**src/rtl/sprg_pkg.sv**
```systemverilog
// ----------------------------------------------------------------------------
// sprg_pkg
// Shared types and constants for the servo pulse ramp generator.
// ----------------------------------------------------------------------------
package sprg_pkg;

    // Timing of the servo frame
    localparam int FRAME_MS      = 20;
    localparam int NEUTRAL_PULSE = 1500;

    // Field widths
    localparam int CHAN_W  = 8;
    localparam int REQ_W   = 16;
    localparam int DUR_W   = 16;
    localparam int PW_W    = 15;
    localparam int STEPS_W = 12;
    localparam int CFG_A_W = 3;
    localparam int CFG_D_W = 16;

    localparam int STEPS_MAX = (1 << STEPS_W) - 1;

    // Serial divider: dividend holds |delta| * index (15 + 12 bits)
    localparam int DIV_W     = PW_W + STEPS_W;
    localparam int DIV_CNT_W = $clog2(DIV_W);

    // Stream packing
    localparam int S_DATA_W = 56;
    localparam int M_DATA_W = 24;

    // Item kinds on s_tuser
    localparam logic CMD_MOVE = 1'b0;
    localparam logic CMD_TICK = 1'b1;

    // Configuration register indexes
    localparam logic [CFG_A_W-1:0] REG_CHANNEL_ID   = 3'd0;
    localparam logic [CFG_A_W-1:0] REG_MIN_PULSE    = 3'd1;
    localparam logic [CFG_A_W-1:0] REG_MAX_PULSE    = 3'd2;
    localparam logic [CFG_A_W-1:0] REG_MIN_DURATION = 3'd3;
    localparam logic [CFG_A_W-1:0] REG_MAX_DURATION = 3'd4;

    // Sequencer states
    typedef enum logic [2:0] {
        ST_IDLE,
        ST_CHECK,
        ST_STEPS,
        ST_ADV,
        ST_MUL,
        ST_RDIV,
        ST_DONE
    } sprg_state_t;

    // Divider request and response
    typedef struct packed {
        logic               start;
        logic [DIV_W-1:0]   dividend;
        logic [STEPS_W-1:0] divisor;
    } sprg_div_req_t;

    typedef struct packed {
        logic             busy;
        logic             done;
        logic [DIV_W-1:0] quotient;
    } sprg_div_rsp_t;

endpackage

```
**src/rtl/sprg_serdiv.sv**
```systemverilog
// ----------------------------------------------------------------------------
// sprg_serdiv
// Restoring divider, one quotient bit per cycle, unsigned operands.
// ----------------------------------------------------------------------------
module sprg_serdiv (
    input  logic                   aclk,
    input  logic                   aresetn,
    input  sprg_pkg::sprg_div_req_t req,
    output sprg_pkg::sprg_div_rsp_t rsp
);
    import sprg_pkg::*;

    logic                 busy_reg, busy_next;
    logic                 done_reg, done_next;
    logic [DIV_CNT_W-1:0] cnt_reg, cnt_next;
    logic [DIV_W-1:0]     quo_reg, quo_next;
    logic [STEPS_W-1:0]   rem_reg, rem_next;
    logic [STEPS_W-1:0]   dvs_reg, dvs_next;

    logic [STEPS_W:0]     shifted;
    logic                 ge;

    // Partial remainder with the next dividend bit shifted in
    assign shifted = {rem_reg, quo_reg[DIV_W-1]};
    assign ge      = (shifted >= {1'b0, dvs_reg});

    always_comb begin
        busy_next = busy_reg;
        done_next = 1'b0;
        cnt_next  = cnt_reg;
        quo_next  = quo_reg;
        rem_next  = rem_reg;
        dvs_next  = dvs_reg;
        if (req.start) begin
            busy_next = 1'b1;
            cnt_next  = DIV_CNT_W'(DIV_W - 1);
            quo_next  = req.dividend;
            rem_next  = '0;
            dvs_next  = req.divisor;
        end else if (busy_reg) begin
            quo_next = {quo_reg[DIV_W-2:0], ge};
            rem_next = ge ? STEPS_W'(shifted - {1'b0, dvs_reg}) : shifted[STEPS_W-1:0];
            cnt_next = cnt_reg - 1'b1;
            if (cnt_reg == '0) begin
                busy_next = 1'b0;
                done_next = 1'b1;
            end
        end
    end

    always_ff @(posedge aclk) begin
        if (!aresetn) begin
            busy_reg <= 1'b0;
            done_reg <= 1'b0;
            cnt_reg  <= '0;
        end else begin
            busy_reg <= busy_next;
            done_reg <= done_next;
            cnt_reg  <= cnt_next;
        end
        quo_reg <= quo_next;
        rem_reg <= rem_next;
        dvs_reg <= dvs_next;
    end

    assign rsp.busy     = busy_reg;
    assign rsp.done     = done_reg;
    assign rsp.quotient = quo_reg;

endmodule

```
**src/rtl/servo_pulse_ramp_generator.sv**
```systemverilog
// ----------------------------------------------------------------------------
// servo_pulse_ramp_generator
// Servo pulse-width ramp generator with command validation and frame ticks.
// ----------------------------------------------------------------------------
// One item is handled at a time and each gives one result item. A tick while
// disabled or a rejected command goes straight from the check to its result.
// An accepted command first works out its step count; the first one also
// takes a ramp step, as does every tick while enabled. The step count comes
// from the bit-serial restoring divider (one quotient bit per cycle, 27 bits);
// a ramp step runs the shift-add multiplier (one bit of the step index per
// cycle) and then the divider. A new item is accepted while the previous
// result still waits on the output register.
module servo_pulse_ramp_generator (
    input  logic                            aclk,
    input  logic                            aresetn,
    // configuration write port
    input  logic                            cfg_we,
    input  logic [sprg_pkg::CFG_A_W-1:0]    cfg_addr,
    input  logic [sprg_pkg::CFG_D_W-1:0]    cfg_wdata,
    // input items
    input  logic                            s_tvalid,
    output logic                            s_tready,
    // channel[7:0], requested_pulse[23:8], duration[39:24], count_at_tick[54:40]
    input  logic [sprg_pkg::S_DATA_W-1:0]   s_tdata,
    // cmd[0]
    input  logic                            s_tuser,
    // result items
    output logic                            m_tvalid,
    input  logic                            m_tready,
    // accepted[0], pulse_width[15:1], pin_high[16], active[17]
    output logic [sprg_pkg::M_DATA_W-1:0]   m_tdata
);
    import sprg_pkg::*;

    // Configuration registers
    logic [CHAN_W-1:0] channel_id_reg;
    logic [PW_W-1:0]   min_pulse_reg;
    logic [PW_W-1:0]   max_pulse_reg;
    logic [DUR_W-1:0]  min_dur_reg;
    logic [DUR_W-1:0]  max_dur_reg;

    always_ff @(posedge aclk) begin
        if (!aresetn) begin
            channel_id_reg <= '0;
            min_pulse_reg  <= PW_W'(500);
            max_pulse_reg  <= PW_W'(2500);
            min_dur_reg    <= '0;
            max_dur_reg    <= '1;
        end else if (cfg_we) begin
            case (cfg_addr)
                REG_CHANNEL_ID:   channel_id_reg <= cfg_wdata[CHAN_W-1:0];
                REG_MIN_PULSE:    min_pulse_reg  <= cfg_wdata[PW_W-1:0];
                REG_MAX_PULSE:    max_pulse_reg  <= cfg_wdata[PW_W-1:0];
                REG_MIN_DURATION: min_dur_reg    <= cfg_wdata[DUR_W-1:0];
                REG_MAX_DURATION: max_dur_reg    <= cfg_wdata[DUR_W-1:0];
                default: ;
            endcase
        end
    end

    // Sequencer, item and ramp state
    sprg_state_t        state_reg, state_next;

    logic               cmd_reg, cmd_next;
    logic [CHAN_W-1:0]  chan_reg, chan_next;
    logic [REQ_W-1:0]   req_reg, req_next;
    logic [DUR_W-1:0]   dur_reg, dur_next;
    logic [PW_W-1:0]    cnt_reg, cnt_next;

    logic               acc_reg, acc_next;
    logic               first_reg, first_next;
    logic               tick_adv_reg, tick_adv_next;

    logic               enabled_reg, enabled_next;
    logic [PW_W-1:0]    cur_w_reg, cur_w_next;
    logic [PW_W-1:0]    start_reg, start_next;
    logic [PW_W-1:0]    target_reg, target_next;
    logic [STEPS_W-1:0] steps_reg, steps_next;
    logic [STEPS_W-1:0] index_reg, index_next;

    // Shift-add multiplier
    logic [DIV_W-1:0]   mcand_reg, mcand_next;
    logic [STEPS_W-1:0] mplier_reg, mplier_next;
    logic [DIV_W-1:0]   prod_reg, prod_next;
    logic               neg_reg, neg_next;

    // Output register
    logic               m_tvalid_reg, m_tvalid_next;
    logic [M_DATA_W-1:0] m_tdata_reg, m_tdata_next;

    sprg_div_req_t      div_req;
    sprg_div_rsp_t      div_rsp;

    sprg_serdiv u_div (
        .aclk    (aclk),
        .aresetn (aresetn),
        .req     (div_req),
        .rsp     (div_rsp)
    );

    // Command validation
    logic cmd_valid;
    assign cmd_valid = (chan_reg == channel_id_reg)
                    && (req_reg >= {1'b0, min_pulse_reg})
                    && (req_reg <= {1'b0, max_pulse_reg})
                    && (dur_reg >= min_dur_reg)
                    && (dur_reg <= max_dur_reg);

    logic out_free;
    assign out_free = !m_tvalid_reg || m_tready;

    // Ramp arithmetic helpers
    logic signed [PW_W:0]   delta;
    logic [PW_W-1:0]        delta_mag;
    logic [STEPS_W-1:0]     steps_sat;
    logic signed [PW_W+1:0] ramp_sum;
    logic [PW_W-1:0]        ramp_w;

    assign delta     = $signed({1'b0, target_reg}) - $signed({1'b0, start_reg});
    assign delta_mag = delta[PW_W] ? PW_W'(-delta) : delta[PW_W-1:0];
    assign steps_sat = (div_rsp.quotient[DIV_W-1:STEPS_W] != '0)
                     ? STEPS_W'(STEPS_MAX) : div_rsp.quotient[STEPS_W-1:0];

    // Quotient is at most |delta|, so 15 bits hold it
    always_comb begin
        logic signed [PW_W+1:0] q;
        q = $signed({2'b0, div_rsp.quotient[PW_W-1:0]});
        ramp_sum = neg_reg ? ($signed({2'b0, start_reg}) - q)
                           : ($signed({2'b0, start_reg}) + q);
        if (ramp_sum < $signed({2'b0, min_pulse_reg})) begin
            ramp_w = min_pulse_reg;
        end else if (ramp_sum > $signed({2'b0, max_pulse_reg})) begin
            ramp_w = max_pulse_reg;
        end else begin
            ramp_w = ramp_sum[PW_W-1:0];
        end
    end

    // Next state
    always_comb begin
        state_next = state_reg;
        case (state_reg)
            ST_IDLE:  if (s_tvalid) state_next = ST_CHECK;
            ST_CHECK: begin
                if (cmd_reg == CMD_TICK) begin
                    state_next = enabled_reg ? ST_ADV : ST_DONE;
                end else begin
                    state_next = cmd_valid ? ST_STEPS : ST_DONE;
                end
            end
            ST_STEPS: if (div_rsp.done) state_next = enabled_reg ? ST_DONE : ST_ADV;
            ST_ADV:   state_next = (index_reg < steps_reg) ? ST_MUL : ST_DONE;
            ST_MUL:   if (mplier_reg == '0) state_next = ST_RDIV;
            ST_RDIV:  if (div_rsp.done) state_next = ST_DONE;
            ST_DONE:  if (out_free) state_next = ST_IDLE;
            default:  state_next = ST_IDLE;
        endcase
    end

    // Divider requests: step count on an accepted command, ramp point on a step
    always_comb begin
        div_req.start    = 1'b0;
        div_req.dividend = prod_reg;
        div_req.divisor  = steps_reg;
        if (state_reg == ST_CHECK) begin
            div_req.start    = (cmd_reg == CMD_MOVE) && cmd_valid;
            div_req.dividend = DIV_W'({1'b0, dur_reg} + (DUR_W + 1)'(FRAME_MS - 1));
            div_req.divisor  = STEPS_W'(FRAME_MS);
        end else if (state_reg == ST_MUL) begin
            div_req.start = (mplier_reg == '0);
        end
    end

    // Datapath updates
    always_comb begin
        cmd_next      = cmd_reg;
        chan_next     = chan_reg;
        req_next      = req_reg;
        dur_next      = dur_reg;
        cnt_next      = cnt_reg;
        acc_next      = acc_reg;
        first_next    = first_reg;
        tick_adv_next = tick_adv_reg;
        enabled_next  = enabled_reg;
        cur_w_next    = cur_w_reg;
        start_next    = start_reg;
        target_next   = target_reg;
        steps_next    = steps_reg;
        index_next    = index_reg;
        mcand_next    = mcand_reg;
        mplier_next   = mplier_reg;
        prod_next     = prod_reg;
        neg_next      = neg_reg;
        m_tvalid_next = m_tvalid_reg && !m_tready;
        m_tdata_next  = m_tdata_reg;
        case (state_reg)
            ST_IDLE: begin
                if (s_tvalid) begin
                    cmd_next      = s_tuser;
                    chan_next     = s_tdata[7:0];
                    req_next      = s_tdata[23:8];
                    dur_next      = s_tdata[39:24];
                    cnt_next      = s_tdata[54:40];
                    acc_next      = 1'b0;
                    first_next    = 1'b0;
                    tick_adv_next = 1'b0;
                end
            end
            ST_CHECK: begin
                if (cmd_reg == CMD_TICK) begin
                    tick_adv_next = enabled_reg;
                end else begin
                    acc_next = cmd_valid;
                end
            end
            ST_STEPS: begin
                if (div_rsp.done) begin
                    steps_next  = steps_sat;
                    index_next  = '0;
                    start_next  = cur_w_reg;
                    target_next = req_reg[PW_W-1:0];
                    if (!enabled_reg) begin
                        enabled_next = 1'b1;
                        first_next   = 1'b1;
                    end
                end
            end
            ST_ADV: begin
                if (index_reg < steps_reg) begin
                    index_next  = index_reg + 1'b1;
                    mcand_next  = DIV_W'(delta_mag);
                    mplier_next = index_reg + 1'b1;
                    prod_next   = '0;
                    neg_next    = delta[PW_W];
                end else begin
                    cur_w_next = target_reg;
                end
            end
            ST_MUL: begin
                if (mplier_reg != '0) begin
                    if (mplier_reg[0]) prod_next = prod_reg + mcand_reg;
                    mcand_next  = {mcand_reg[DIV_W-2:0], 1'b0};
                    mplier_next = {1'b0, mplier_reg[STEPS_W-1:1]};
                end
            end
            ST_RDIV: begin
                if (div_rsp.done) cur_w_next = ramp_w;
            end
            ST_DONE: begin
                if (out_free) begin
                    m_tvalid_next = 1'b1;
                    m_tdata_next  = {6'b0,
                                     enabled_reg,
                                     first_reg | (tick_adv_reg & (cnt_reg < cur_w_reg)),
                                     cur_w_reg,
                                     acc_reg};
                end
            end
            default: ;
        endcase
    end

    always_ff @(posedge aclk) begin
        if (!aresetn) begin
            state_reg    <= ST_IDLE;
            enabled_reg  <= 1'b0;
            cur_w_reg    <= PW_W'(NEUTRAL_PULSE);
            start_reg    <= PW_W'(NEUTRAL_PULSE);
            target_reg   <= PW_W'(NEUTRAL_PULSE);
            steps_reg    <= '0;
            index_reg    <= '0;
            m_tvalid_reg <= 1'b0;
        end else begin
            state_reg    <= state_next;
            enabled_reg  <= enabled_next;
            cur_w_reg    <= cur_w_next;
            start_reg    <= start_next;
            target_reg   <= target_next;
            steps_reg    <= steps_next;
            index_reg    <= index_next;
            m_tvalid_reg <= m_tvalid_next;
        end
        cmd_reg      <= cmd_next;
        chan_reg     <= chan_next;
        req_reg      <= req_next;
        dur_reg      <= dur_next;
        cnt_reg      <= cnt_next;
        acc_reg      <= acc_next;
        first_reg    <= first_next;
        tick_adv_reg <= tick_adv_next;
        mcand_reg    <= mcand_next;
        mplier_reg   <= mplier_next;
        prod_reg     <= prod_next;
        neg_reg      <= neg_next;
        m_tdata_reg  <= m_tdata_next;
    end

    assign s_tready = (state_reg == ST_IDLE);
    assign m_tvalid = m_tvalid_reg;
    assign m_tdata  = m_tdata_reg;

    // Assertions
    a_enable_sticks: assert property (@(posedge aclk) disable iff (!aresetn)
        enabled_reg |=> enabled_reg)
        else $error("output enable dropped");

    a_index_bound: assert property (@(posedge aclk) disable iff (!aresetn)
        index_reg <= steps_reg)
        else $error("ramp index beyond step count");

    a_div_idle_start: assert property (@(posedge aclk) disable iff (!aresetn)
        div_req.start |-> !div_rsp.busy)
        else $error("divider started while busy");

    a_accept_active: assert property (@(posedge aclk) disable iff (!aresetn)
        (m_tvalid && m_tdata[0]) |-> m_tdata[17])
        else $error("accepted command without active output");

endmodule

```
**config.mk**
```make
export PLATFORM = sky130hd
export DESIGN_NAME = servo_pulse_ramp_generator
export DESIGN_NICKNAME = d
export VERILOG_FILES = /design/src/rtl/sprg_pkg.sv /design/src/rtl/sprg_serdiv.sv /design/src/rtl/servo_pulse_ramp_generator.sv
export SDC_FILE = /design/constraint.sdc
export NUM_CORES = 1
export LEC_CHECK = 0
export ABC_AREA = 1
export BUFFER_PORTS_ARGS = -buffer_cell sky130_fd_sc_hd__buf_2
export CORE_ASPECT_RATIO = 1.2
export CORE_MARGIN = 2
export CORE_UTILIZATION = 57
export CTS_CLUSTER_DIAMETER = 150
export DETAILED_ROUTE_END_ITERATION = 12
export PLACE_DENSITY = 0.78
export SLEW_MARGIN = 15
export SYNTH_ARGS = -nofsm -noshare
export SYNTH_HDL_FRONTEND = slang
export SYNTH_SLANG_ARGS = --single-unit
```
**constraint.sdc**
```tcl
create_clock -name aclk -period 3.5 [get_ports aclk]
set_input_delay 0.35 -clock aclk [delete_from_list [all_inputs] [get_ports aclk]]
set_output_delay 0.35 -clock aclk [all_outputs]
set_load 0.005 [all_outputs]
```
# ---- After elaboration in Yosys (flattened, before gate mapping)
# Index checks and enable logic that the tools add are counted.
dict set report word_totals {
  latchBits 0
  input_bits 81
  n_memories 0
  register_bits 346
  mem_bits_ro 0
  ram_bits 0
  elab_cells 172
}
dict set report op_classes {
  n_eq_ne 23
  n_shift 0
  mul 0
  add_sub_neg 9
  magnitude_cmp 9
  mux 53
  div 0
  bitwise 5
  n_reduce_logical 40
}
# op count
set ops {}
lappend ops {{$mux 27} 7}
lappend ops {{$pmux 27 s2} 2}
lappend ops {{$mux 15} 5}
lappend ops {{$mux 12} 5}
lappend ops {{$pmux 12 s2} 2}
lappend ops {{$mux 39} 1}
lappend ops {{$sub 15x15->16} 2}
lappend ops {{$pmux 15 s2} 1}
lappend ops {{$add 27x27->27} 1}
lappend ops {{$mux 3} 9}
lappend ops {{$pmux 3 s7} 1}
lappend ops {{$ne 2x2->1 const B} 9}
lappend ops {{$reduce_and 2->1} 9}
lappend ops {{$add 16x5->17 const B} 1}
lappend ops {{$gt 17x16->1} 1}
lappend ops {{$lt 17x16->1} 1}
lappend ops {{$mux 17} 1}
lappend ops {{$add 15x15->16} 1}
lappend ops {{$ge 16x15->1} 1}
lappend ops {{$ge 16x16->1} 1}
lappend ops {{$le 16x15->1} 1}
lappend ops {{$le 16x16->1} 1}
lappend ops {{$lt 15x15->1} 1}
lappend ops {{$neg 15->15} 1}
lappend ops {{other kinds (31)} 74}

# ---- Logic depth before layout (Yosys ltp)
# Gate-level depths: netlist of run 1.
dict set report depth {
  word_depth 8
  mapped_depth 30
  depth_no_buf 30
}

# ---- Cells and area by module
# Synthesis of run 1 repeated with hierarchy kept, for this count alone.
dict set report unflattened {
  hier_cells 2801
  area_unflattened_um2 21714.6
}
# module area_each_um2 n_inst cells_each
set modules_own_cells {}
lappend modules_own_cells {servo_pulse_ramp_generator 18504.0 1 2401}
lappend modules_own_cells {sprg_serdiv 3210.6 1 400}

# ---- Worst setup path before layout of run 1
# OpenSTA, ideal clock, no wires.
dict set report synth_timing {
  kind {reg2reg}
  from {register state_reg[2]}
  to {register prod_reg[0], enable pin}
  stages_incl_launch_ff 7
  n_path_buf 1
  arrival_time_ns 3.248
  path_slack_ns -0.197
  period_less_slack_ns 3.697
  cell_sequence {dfxtp_1 -> buf_2 -> inv_1 -> nor2_1 -> clkinv_1 -> or2_2 -> o21ai_0}
}
dict set report synth_between {
  elab_chain_len 3
}
# element line_no
set synth_rtl {}
lappend synth_rtl {{from (decl)} servo_pulse_ramp_generator.sv:62} ;# sprg_state_t state_reg, state_next;
lappend synth_rtl {{from (signal assigned)} servo_pulse_ramp_generator.sv:274} ;# state_reg <= state_next;
lappend synth_rtl {{$eq 3x3->1 / $eq 3x2->1 (equally long branches)} servo_pulse_ramp_generator.sv:196} ;# case (state_reg)
lappend synth_rtl {{$ne 2x2->1 (no source line) (tied with other cells)} -}
lappend synth_rtl {{$reduce_and 4->1 (no source line) (*)} -}
lappend synth_rtl {{to (signal assigned)} servo_pulse_ramp_generator.sv:293} ;# prod_reg <= prod_next;
lappend synth_rtl {{to (decl)} servo_pulse_ramp_generator.sv:84} ;# logic [DIV_W-1:0] prod_reg, prod_next;
# Mark *: on every way between the ends. The rest lies on a longest branch, timed or not.
# A chain may end at the register's enable or synchronous reset.

# ---- Final worst setup path of run 1
dict set report layout_timing {
  from {register u_div.quo_reg[0]}
  to {register cur_w_reg[3]}
}
dict set report layout_between {
  elab_chain_len 7
}
# element line_no
set layout_rtl {}
lappend layout_rtl {{from (decl)} sprg_serdiv.sv:16} ;# logic [DIV_W-1:0] quo_reg, quo_next;
lappend layout_rtl {{from (signal assigned)} sprg_serdiv.sv:61} ;# quo_reg <= quo_next;
lappend layout_rtl {{$add 15x15->16 / $sub 15x15->16 (equally long branches)} {servo_pulse_ramp_generator.sv:129, servo_pulse_ramp_generator.sv:128}}
lappend layout_rtl {{$mux 17 (*)} servo_pulse_ramp_generator.sv:128} ;# ramp_sum = neg_reg ? ($signed({2'b0, start_reg}) - q)
lappend layout_rtl {{$gt 17x16->1} servo_pulse_ramp_generator.sv:132} ;# end else if (ramp_sum > $signed({2'b0, max_pulse_reg})) begin
lappend layout_rtl {{$mux 15} servo_pulse_ramp_generator.sv:132}
lappend layout_rtl {{$mux 15 (*)} servo_pulse_ramp_generator.sv:130} ;# if (ramp_sum < $signed({2'b0, min_pulse_reg})) begin
lappend layout_rtl {{$mux 15 (*)} servo_pulse_ramp_generator.sv:247} ;# if (div_rsp.done) cur_w_next = ramp_w;
lappend layout_rtl {{$pmux 15 s2 (*)} servo_pulse_ramp_generator.sv:196}
lappend layout_rtl {{to (signal assigned)} servo_pulse_ramp_generator.sv:267} ;# cur_w_reg <= PW_W'(NEUTRAL_PULSE);
lappend layout_rtl {{to (signal assigned)} servo_pulse_ramp_generator.sv:276} ;# cur_w_reg <= cur_w_next;
lappend layout_rtl {{to (decl)} servo_pulse_ramp_generator.sv:75} ;# logic [PW_W-1:0] cur_w_reg, cur_w_next;
# Mark *: on every way between the ends. The rest lies on a longest branch, timed or not. The select of a mux whose other input is x is not followed.

==> results of run 1 <==
## per-layer routing
layer  track usage [%]  vias up  part of all wire [%]
li1                  -     9621                     -
met1             40.78     9327                    42
met2             54.29      749                    47
met3             4.419      179                   6.3
met4             15.01        0                   5.1
met5                 0        -                     0
## Yosys cell counts (all sizes together), types with 3 or more instances
| cell type | number |
|---|---|
| nand3 | 106 |
| o21a | 13 |
| nor3 | 30 |
| nor3b | 3 |
| a21o | 6 |
| xor2 | 43 |
| nand4 | 33 |
| nor2 | 163 |
| edfxtp | 183 |
| or2 | 5 |
| o21bai | 11 |
| nand3b | 4 |
| a21oi | 282 |
| buf | 29 |
| inv | 404 |
| fa | 5 |
| o31ai | 8 |
| a211oi | 7 |
| xnor2 | 23 |
| a21boi | 6 |
| ha | 204 |
| clkbuf | 61 |
| o211a | 7 |
| nand2 | 595 |
| a31oi | 20 |
| o22ai | 3 |
| o211ai | 56 |
| nor4 | 5 |
| o21ai | 212 |
| dfxtp | 163 |
## cell type report
| type | count | area, µm² | area share [%] |
|---|---|---|---|
| multi-input combinational | 1865 | 11340 | 43.80 |
| inverter | 406 | 1526 | 5.896 |
| clock inverter | 15 | 132.6 | 0.5123 |
| timing repair buffer | 331 | 2504 | 9.670 |
| clock buffer | 52 | 1035 | 3.997 |
| sequential | 346 | 8760 | 33.83 |
| tap | 474 | 593.1 | 2.291 |
## report_power, final
part,switching (mW),internal [mW],leakage [nW]
sequential,0.290,4.75,3.00
clock,1.66,2.22,0.565
combinational,1.63,0.806,8.29
## worst max-delay path, delay by kind of cell, from the launching register on
family	cells	cell delay, ns
flops	1	0.47
simple gates	13	1.21
xor+xnor	1	0.18
fa+ha+maj	3	0.80
buf+inv	4	0.51
compound gates	4	0.37
## path summary, 6_finish.rpt
kind / from / to / slack, ns / depth (start not counted)
max reg2reg: u_div.quo_reg[0] / cur_w_reg[3] / -0.17 / 25
min reg2reg: acc_reg / m_tdata[0] / 0.43 / 0
min: s_tdata[51] / cnt_reg[11] / 0.008 / 1
max: u_div.quo_reg[0] / cur_w_reg[3] / -0.17 / 25
## per-stage QoR
| step | TNS, ns | instances | power (mW) | utilization (%) | area (µm²) |
|---|---|---|---|---|---|
| after floorplan | 0 | 2705 | 6.556 | - | 21480 |
| after global routing | -4.493 | 3489 | 11.88 | 69.98 | 25890 |
| final | -1.351 | 3489 | 11.36 | 69.98 | 25890 |
| after global placement | -4.143 | 3338 | 7.293 | 63.20 | 23380 |
| after detailed placement | -5.005 | 3338 | 7.415 | 63.20 | 23380 |
| after CTS | -0.2024 | 3478 | 11.34 | 69.48 | 25700 |
## what timing repair did
item                       in CTS  in global routing
hold buffers                   55                  0
cloned                          3                  0
setup endpoints to repair      15                 15
gates resized for setup       111                 20
pin swaps                      43                 24
buffers inserted               16                 12
hold endpoints to repair       55                  0
## logic make-up after synthesis
logic type | Yosys count | synth area share, %
AND/OR/NAND/NOR | 947 | 18.30
AO/OA/AOI/OAI | 635 | 16.66
buffers and inverters | 496 | 9.039
flip-flops | 346 | 40.82
adder cells (fa/ha/maj) | 209 | 12.36
XOR/XNOR | 66 | 2.799
other | 1 | 0.01748
==> metrics list, run 1 <==
- Outcome: complete, but fails checks
- Failing checks: negative setup slack
- Yosys warns: 0
- No sink is reached through more buffers than the 3 on the longest clock path.
* Syn Std Cell Area: 21,450 µm²
- In the synthesized netlist the dominant register cell turns out to be sky130_fd_sc_hd__edfxtp_1.
- A synthesized cell averages 7.946 µm².
* Worst slack after detailed placement: -0.3642 ns
* Mean routed wirelength per cell: 18.17 µm
* Worst clock skew on the final layout: 0.01149 ns
- In this run, CTS created clock tree buffers numbering 38.
- The worst setup path is captured at a flip-flop.
- For this run, asynchronously set or reset flops after synthesis account for 0%.
- Synth-to-layout area growth: 20.67%
- The worst setup path is of the flip-flop to flip-flop kind.
- The synthesized design spends more area on one cell type than any other, namely sky130_fd_sc_hd__edfxtp_1.
* Maximum number of pins on one net before global-route repair: 126
* Tightest Pin Transition: 1.121 ns
* Aggregate global-route resource usage: 32.11%
* Most frequent cells in the layout: 569 x sky130_fd_sc_hd__nand2_1, 376 x sky130_fd_sc_hd__inv_1, 248 x sky130_fd_sc_hd__a21oi_1, 191 x sky130_fd_sc_hd__o21ai_0, 187 x sky130_fd_sc_hd__ha_1
* Number of synthesized flops with an enable pin: 183
- Measured along the y axis, the die boundary spans 216.5 µm.
- Final worst hold slack: 0.007947 ns
* Remaining global-route overflow: 0
- Peak fanout along the critical path: 8
- Cell count after synthesis: 2,700
* Fill cell instance count of the final layout: 2,964
- Max-cap violations: 0
- After synthesis, the largest area contributor takes up 25.61% of total cell area.
- Highest clock rate: 272.4 MHz
* Number of slew-limit violations in the final report: 0
- Initial Util: 57.99%
- During placement, the flow inserted port buffers numbering 99.
- DRC violation total after the first TritonRoute iteration: 1,759
* Antenna fix cells: 0
- In this run the standard cell core region covers 37,000 µm².
* Number of antenna violations at the first check in global routing: 0
- VDD sags by at most 0.4666 mV.
- The detail route stage leaves a number of antenna-violating nets equal to 0.
- Sequential cell area fraction in the yosys report: 40.82%
* Leakage power of the design: 11.85 nW
* TritonCTS clock tree: done
* Routed wire length: 63,410 µm
- On the worst path, the slowest cell contributes a delay of 0.47 ns.
* Standard cell with the maximum stage delay on the critical path: sky130_fd_sc_hd__edfxtp_1
- In the post-synthesis netlist, the biggest area contributors are sky130_fd_sc_hd__edfxtp_1 26%, sky130_fd_sc_hd__dfxtp_1 15%, sky130_fd_sc_hd__ha_1 12%.
- Min setup slack post-route: -0.1714 ns
- The via count of the first global-routing pass was 19.47k.
- The final critical path takes up 104.9% of the cycle.
* Routability Congestion: 0.9847
- Initial DRT Pass Iterations: 6
- CP most frequent cell: sky130_fd_sc_hd__nand2_1
- Max transition margin: 25.30%
* Number of H-tree levels: 2
- Synthesis inferred 346 register bits.
* Worst hold path class: input pin to flip-flop
* Placed wire-length estimate after detailed placement: 46,770 µm
- Clock-pin slew on the worst setup and hold paths: 0.06 ns
* Share of final-layout standard cells stronger than drive strength 1: 16.15%
- Subtracting the final worst setup slack from the clock period gives 3.671 ns.
- Area of the die: 39,210 µm²
* Final setup viols: 15
* Residual DRC count: 0
* Final Net Count: 3,278
- Power density relative to cell area: 438.7 nW/µm²
- During I/O placement, the number of pins put on the boundary was 107.
- Distinct cell type count of the synthesized netlist: 56
- The tree is rooted in a sky130_fd_sc_hd__clkbuf_16.
- The worst setup path is launched from a flip-flop.
* Per-cell via count in the routed design: 5.697
- Critical Path AT: 4.10 ns
- CTS saw 346 sinks.
- Final hold vios: 0
- RSZ-0062 raised after global routing: yes
* Leading cell type in the layout, fill and taps excluded: sky130_fd_sc_hd__nand2_1
- Via Count: 19.88k
- The first global-routing pass estimated 100,400 µm of wire.
* Std-Cell Rows: 77
* Worst skew pair latency: 0.54 ns
- At the worst endpoint, the required time is 3.93 ns.
* Horizontal die dimension: 181.1 µm
Power figures use the tool's default switching activity.
==> run 2, diff against run 1 <==
--- a/config.mk
+++ b/config.mk
@@ -12,6 +12,7 @@
 export CORE_UTILIZATION = 57
 export CTS_CLUSTER_DIAMETER = 150
 export DETAILED_ROUTE_END_ITERATION = 12
+export MAX_ROUTING_LAYER = met4
 export PLACE_DENSITY = 0.78
 export SLEW_MARGIN = 15
 export SYNTH_ARGS = -nofsm -noshare
==> run 2 against run 1 <==
The flow still finishes with violations (negative setup slack). Highest routed layer unchanged. Cell area decreased by 0.40%. Register-to-register slack about the same. Largest power group unchanged. Fmax decreased by 0.26%. Die area unchanged. First-iteration DRC count decreased by 10%. Global-route usage increased by 0.84 points. Sequential cell count unchanged. Critical endpoint is now cur_w_reg[2]. Total power increased by 1.4%. Sequential power about the same. Worst setup slack got worse by 0.0095 ns. Critical path depth increased by 3. Combinational power about the same.
==> metrics list, run 2 (synthesized netlist as in run 1, its figures left out) <==
- Fill cells in the final layout number 2,996.
- Hold path start: s_tdata[15]
* Per-cell via count in the routed design: 5.664
* Final worst hold slack: 0.02884 ns
* Tightest Pin Transition: 1.121 ns
- In this design, the largest share of critical-path delay is due to simple AND/OR/NAND/NOR gates.
- For this configuration, the core starts out at a cell density of 57.99%.
- Std-Cell Rows: 77
* Flip-flop and latch area: 8760 µm²
- Post-route clock period utilization: 105.2%
- Buffer cell driving the clock tree root: sky130_fd_sc_hd__clkbuf_16
* Worst path bufs/invs: 5
- Across all setup checks in the final design, the least slack found is -0.1810 ns.
- Routed wire length: 64,050 µm
- In the final layout, the multi-input gates occupy 11,240 µm².
- Counting cells, the worst reg-to-reg path comes to 28.
* Outcome: complete, but fails checks
- Number of global-route vias before repair: 19.28k
- The first detailed-routing pass took 5 iterations.
- The max-slew violation count is 0.
- Global routing used 32.95% of the available tracks across all layers.
* Share of final-layout standard cells stronger than drive strength 1: 15.32%
- Final Net Count: 3,262
- In this run the power density over the cells is 446.7 nW/µm².
* Kind of launch point of the worst setup path: flip-flop
- Placed wire-length estimate after detailed placement: 47,170 µm
- 0 antenna diodes ended up in the layout.
- Relative to the synthesized area, the layout overhead comes to 20.20%.
* Count of buffers from port buffering: 99
- TritonCTS clock tree: done
- After the first detailed-routing iteration, the DRC count stood at 1,583.
- End of the worst hold path: req_reg[7]
- On the worst path, the slowest cell contributes a delay of 0.48 ns.
- The congestion estimate from routability-driven global placement came to 0.9645.
- The tightest min-delay check is of the input pin to flip-flop type.
- In this run the critical register-to-register path is launched from u_div.quo_reg[0].
* Remaining global-route overflow: 0
- Overall power of the completed layout: 11.52 mW
* Number of H-tree levels: 2
* Worst reg2reg setup slack: -0.18 ns
* Residual DRC count: 0
- Highest clock rate: 271.7 MHz
- Die height: 216.5 µm
- Final period demand of the worst path: 3.681 ns
* Critical path class: flip-flop to flip-flop
* Placed insts: 3,326
* Area of the die: 39,210 µm²
* Mean routed wirelength per cell: 18.43 µm
- The slowest stage of the critical path is the sky130_fd_sc_hd__edfxtp_1 cell.
* Required time at the worst-slack endpoint: 3.94 ns
* Clock-pin slew on the worst setup and hold paths: 0.06 ns
- Core area: 37,000 µm²
* Post-route insts no fill: 3,476
* Critical R2R Capture: cur_w_reg[2]
- Via Count: 19.69k
- For the final routed database, the setup TNS stands at -2.243 ns.
- Clock latency on the worst-skew pair, taken at its later pin, is 0.55 ns.
- Sink Count: 346
- Setup repair after global routing could not meet its margin everywhere.
- Across the routed clock network, the largest skew measured is 0.02112 ns.
- Most frequent cells in the layout: 571 x sky130_fd_sc_hd__nand2_1, 377 x sky130_fd_sc_hd__inv_1, 255 x sky130_fd_sc_hd__a21oi_1, 191 x sky130_fd_sc_hd__o21ai_0, 188 x sky130_fd_sc_hd__ha_1
- Counting buffers and inverters, the worst setup path is 28 cells deep.
- In this run the count of I/O pins placed on the die edge is 107.
- Horizontal die dimension: 181.1 µm
- Number of buffers created by CTS: 38
- The worst pin sits at a relative slew slack of 25.26%.
- The number of endpoints with negative hold slack in the final report was 0.
* Peak fanout along the critical path: 6
- OpenSTA, run right after detailed placement, puts the worst setup slack at -0.2682 ns.
* Max-cap violations: 0
- Among the stages of the critical path, the cell type that occurs most often is sky130_fd_sc_hd__nand2_1.
- Number of buffers on the longest clock path: 3
- Setup violations remaining at the end of the flow were counted as 15.
- Critical Path AT: 4.12 ns
- Failing checks: negative setup slack
- Leading cell type in the layout, fill and taps excluded: sky130_fd_sc_hd__nand2_1
- Entering global routing, the biggest net connects 77 pins.
* First-pass GRT wire length: 99,820 µm
* Leakage power of the design: 11.83 nW
- The detail route stage leaves a number of antenna-violating nets equal to 0.
- Counting instances, the worst hold path has a depth of 1.
- Across the VDD grid, the largest voltage drop is 0.5074 mV.
- The number of antenna violations at the first check in global routing came to 0.
- STA classifies the critical path endpoint as a flip-flop.
-- run 2: cell count changes in the layout (fill, tap and decap cells not counted), sizes merged --
cell / change
buf: -16
clkinv: +8
bufinv: +2
clkinvlp: -2
inv: -2
nand2: -2
clkbuf: -1
-- run 2: final cells by class --
class	instances	share of cell area, %
Multi-Input combinational cell	1863	43.58
Clock inverter	21	0.8491
Inverter	406	5.919
Clock buffer	49	4.008
Tap cell	474	2.300
Sequential cell	346	33.97
Timing Repair Buffer	317	9.374
-- run 2: timing repair --
action | 4_1_cts | 5_1_grt
endpoints found under the setup margin | 15 | 15
gates cloned | 1 | 3
resized for setup | 55 | 57
buffers inserted | 9 | 12
hold endpoints to repair | 55 | 0
hold buffers | 55 | 0
pin swaps | 11 | 35
-- run 2: worst max path at each step --
stage	from	endpoint	slack [ns]
2_1_floorplan	start_reg[0]	cur_w_reg[10]	0.26
3_3_place_gp	u_div.quo_reg[0]	cur_w_reg[10]	-0.18
3_5_place_dp	u_div.quo_reg[0]	cur_w_reg[2]	-0.27
4_1_cts	u_div.quo_reg[0]	cur_w_reg[10]	-0.08
5_1_grt	u_div.quo_reg[2]	cur_w_reg[11]	-0.43
6_report	u_div.quo_reg[0]	cur_w_reg[2]	-0.18
-- run 2: metrics by stage --
step	utilization (%)	instance area, µm²
final	69.70	25790
after global placement	62.96	23290
after CTS	68.69	25410
after floorplan	-	21480
after detailed placement	62.96	23290
after global routing	69.70	25790
-- run 2: layer usage --
| layer | track usage, % | up-vias | wire length, µm |
|---|---|---|---|
| met5 | - | - | 0 |
| met4 | 12.85 | 0 | 2728 |
| met3 | 4.856 | 164 | 4143 |
| met2 | 54.73 | 718 | 30400 |
| met1 | 40.66 | 9241 | 26780 |
| li1 | - | 9566 | - |
-- run 2: power breakdown --
part / internal [mW] / switching [mW]
Combinational: 0.793 / 1.61
Sequential: 4.75 / 0.297
Clock: 2.39 / 1.68
-- run 2: worst register-to-register path: cells and delay by family (launching register included) --
kind / cells / cell delay [ns]
xor+xnor: 1 / 0.20
buf+inv: 5 / 0.52
flops: 1 / 0.48
fa+ha+maj: 3 / 0.86
simple gates: 15 / 1.19
compound gates: 4 / 0.34
==> run 3, diff against run 2 <==
--- a/config.mk
+++ b/config.mk
@@ -10,8 +10,8 @@
 export CORE_ASPECT_RATIO = 1.2
 export CORE_MARGIN = 2
 export CORE_UTILIZATION = 57
-export CTS_CLUSTER_DIAMETER = 150
 export DETAILED_ROUTE_END_ITERATION = 12
+export GPL_TIMING_DRIVEN = 1
 export MAX_ROUTING_LAYER = met4
 export PLACE_DENSITY = 0.78
 export SLEW_MARGIN = 15
==> constraint.sdc (replaced) <==
create_clock -name aclk -period 3.1 [get_ports aclk]
set_input_delay 0.31 -clock aclk [delete_from_list [all_inputs] [get_ports aclk]]
set_output_delay 0.31 -clock aclk [all_outputs]
set_load 0.005 [all_outputs]
==> run 3 against run 2 <==
Register-to-register slack got worse by 0.31 ns. The run still ends with negative setup slack left. Clock power increased by 22%. Die area did not move. Worst hold slack got worse by 0.0010 ns. Critical path depth decreased by 2. Cell count rose by 1.1%. Cell area is 2.1% higher. Combinational power grew 17%. Worst setup slack lost 0.31 ns.
==> metrics list, run 3 (synthesized netlist as in run 1, its figures left out) <==
* Power density relative to cell area: 510.5 nW/µm²
- Routed wire length: 65,430 µm
* Initial Util: 57.99%
* Max-cap violations: 0
* Failing checks: negative setup slack
- The min-delay analysis places its worst path in the category input pin to flip-flop.
- At the pin with the least slew margin, the transition time is 1.107 ns.
- Number of buffers on the longest clock path: 3
- In this run the standard cell core region covers 37,000 µm².
- TritonCTS built the clock tree.
* Sink Count: 346
* Outcome: complete, but fails checks
- The most critical setup path has its startpoint at u_div.quo_reg[0].
* Cell count of the worst reg-to-reg path: 26
- Setup violations remaining at the end of the flow were counted as 15.
* Worst clock skew on the final layout: 0.01620 ns
- Number of slew-limit violations in the final report: 0
* Kind of launch point of the worst setup path: flip-flop
* Number of routed nets with antenna violations: 0
- Buffer cell driving the clock tree root: sky130_fd_sc_hd__clkbuf_16
- Number of instances on the worst hold path: 3
- Mean routed wirelength per cell: 18.63 µm
- STA classifies the critical path endpoint as a flip-flop.
* Leading cell type in the layout, fill and taps excluded: sky130_fd_sc_hd__nand2_1
- On the final layout, the worst hold slack is 0.02783 ns.
- Number of buffers created by CTS: 39
- The via count of the first global-routing pass is 19.36k.
* Final total negative setup slack: -6.968 ns
- At the end of the flow, the number of nets in the layout was 3,297.
- Residual DRC count: 0
* Max transition margin: 25.96%
- # IOs: 107
* Highest clock rate: 278.3 MHz
- Initial DRT Pass Iterations: 5
- Critical Path AT: 4.10 ns
- Placed wire-length estimate after detailed placement: 49,150 µm
* Worst reg2reg setup slack: -0.49 ns
* Aggregate global-route resource usage: 33.96%
* Per-cell via count in the routed design: 5.688
- In this run, the number of DRC markers left after iteration 0 of detailed routing was 1,592.
* Maximum number of pins on one net before global-route repair: 71
* Overall power of the completed layout: 13.44 mW
- The H-tree was split into 2 levels.
- Number of antenna violations at the first check in global routing: 1
- Area of the die: 39,210 µm²
* Core Util, Final: 71.19%
- The analysis attributes to cell leakage a power of 12.10 nW.
- The floorplan step set the die height to 216.5 µm.
- Instance area at placement: 23,670 µm²
* Horizontal die dimension: 181.1 µm
* Min setup slack post-route: -0.4935 ns
- The number of endpoints with negative hold slack in the final report was 0.
- The worst register-to-register path ends at cur_w_reg[9].
* Worst IR drop on VDD: 0.5520 mV
- Final instance area: 26,340 µm²
- Share of final-layout standard cells stronger than drive strength 1: 17.41%
* End of the worst hold path: max_dur_reg[0]
- Required time at the worst-slack endpoint: 3.60 ns
- Worst skew pair latency: 0.57 ns
- Std-Cell Rows: 77
- The first global-routing pass estimated 101,900 µm of wire.
* Clock-pin slew on the worst setup and hold paths: 0.06 ns
- Hold path start: cfg_wdata[0]
* Synth-to-layout area growth: 22.76%
* Peak fanout along the critical path: 11
- For this run the aggregate overflow at the end of global routing stands at 0.
- RSZ-0062 raised after global routing: yes
- Most frequent cells in the layout: 555 x sky130_fd_sc_hd__nand2_1, 378 x sky130_fd_sc_hd__inv_1, 254 x sky130_fd_sc_hd__a21oi_1, 190 x sky130_fd_sc_hd__o21ai_0, 188 x sky130_fd_sc_hd__ha_1
* Routability Congestion: 0.9979
- Post-route clock period utilization: 115.9%
- The routed layout has 19.98k vias.
- Subtracting the final worst setup slack from the clock period gives 3.594 ns.
- Count of buffers from port buffering: 99
- In this run the critical register-to-register path is launched from u_div.quo_reg[0].
* Critical path class: flip-flop to flip-flop
## run 3: cell count changes in the layout (fill, tap and decap cells not counted), sizes merged
cell         before  now
clkinv           19   14
clkbuf           51   56
diode             0    1
buf             260  291
inv             404  405
clkinvlp          0    2
dlygate4sd3      55   57
## run 3: repair_timing
| action | in CTS | in global routing |
|---|---|---|
| gates resized for setup | 65 | 73 |
| gates cloned | 0 | 3 |
| endpoints found under the setup margin | 15 | 83 |
| pin swaps | 20 | 19 |
| setup buffers | 1 | 8 |
| hold buffers | 57 | 0 |
| hold endpoints to repair | 57 | 0 |
## run 3: metal layers
metal  GRT usage (%)  up-vias  wire [µm]
met4           14.25        0       2961
met2           56.03      735      31270
li1                -     9646          -
met5               -        -          0
met3           4.386      180       4108
met1           42.20     9421      27090
## run 3: through the flow
step / setup slack [ns] / cells
final: -0.4935 / 3513
after global routing: -0.7814 / 3513
after CTS: -0.4018 / 3501
after detailed placement: -0.5854 / 3371
after global placement: -0.5522 / 3371
after floorplan: -0.04356 / 2705
## run 3: worst max-delay path: stages (launching register included)
cell and delay, ns:
sky130_fd_sc_hd__edfxtp_1 0.43, sky130_fd_sc_hd__ha_2 0.23, sky130_fd_sc_hd__fa_2 0.39, sky130_fd_sc_hd__nand4_1 0.14, sky130_fd_sc_hd__nand3_2 0.13, sky130_fd_sc_hd__nand2_1 0.10, sky130_fd_sc_hd__nand2_2 0.07, sky130_fd_sc_hd__xor2_1 0.13
sky130_fd_sc_hd__nand2_1 0.08, sky130_fd_sc_hd__nand2_2 0.12, sky130_fd_sc_hd__inv_2 0.07, sky130_fd_sc_hd__ha_4 0.28, sky130_fd_sc_hd__nand2_4 0.06, sky130_fd_sc_hd__nor2_4 0.11, sky130_fd_sc_hd__nand3_2 0.09, sky130_fd_sc_hd__nand4_1 0.10
sky130_fd_sc_hd__nand2_1 0.08, sky130_fd_sc_hd__nand2_2 0.08, sky130_fd_sc_hd__nand3_2 0.08, sky130_fd_sc_hd__nand2_2 0.10, sky130_fd_sc_hd__nand2_4 0.09, sky130_fd_sc_hd__clkbuf_16 0.18, sky130_fd_sc_hd__nand2_1 0.06, sky130_fd_sc_hd__nand3_1 0.08
sky130_fd_sc_hd__nand2_1 0.06, sky130_fd_sc_hd__nand2_1 0.06, sky130_fd_sc_hd__a21oi_2 0.11
## run 3: power breakdown
| group | switching (mW) | internal (mW) | leakage, nW | total, mW |
|---|---|---|---|---|
| sequential | 0.319 | 5.36 | 3.00 | 5.68 |
| combinational | 1.88 | 0.937 | 8.44 | 2.81 |
| clock | 2.02 | 2.93 | 0.663 | 4.95 |
| total | 4.21 | 9.23 | 12.1 | 13.4 |
## run 3: area by class of cell
class	count	area, µm²
Multi-Input combinational cell	1863	11390
Timing Repair Buffer	351	2700
Inverter	406	1529
Fill cell	2929	10660
Antenna cell	1	2.502
Sequential cell	346	8758
Tap cell	474	593.1
Clock inverter	19	230.2
Clock buffer	53	1134
## run 3: worst max path at each step
stage / endpoint / slack (ns)
final: cur_w_reg[9] / -0.49
after global placement: cur_w_reg[12] / -0.55
after global routing: cur_w_reg[10] / -0.78
after floorplan: cur_w_reg[10] / -0.04
after CTS: cur_w_reg[10] / -0.40
after detailed placement: cur_w_reg[10] / -0.59
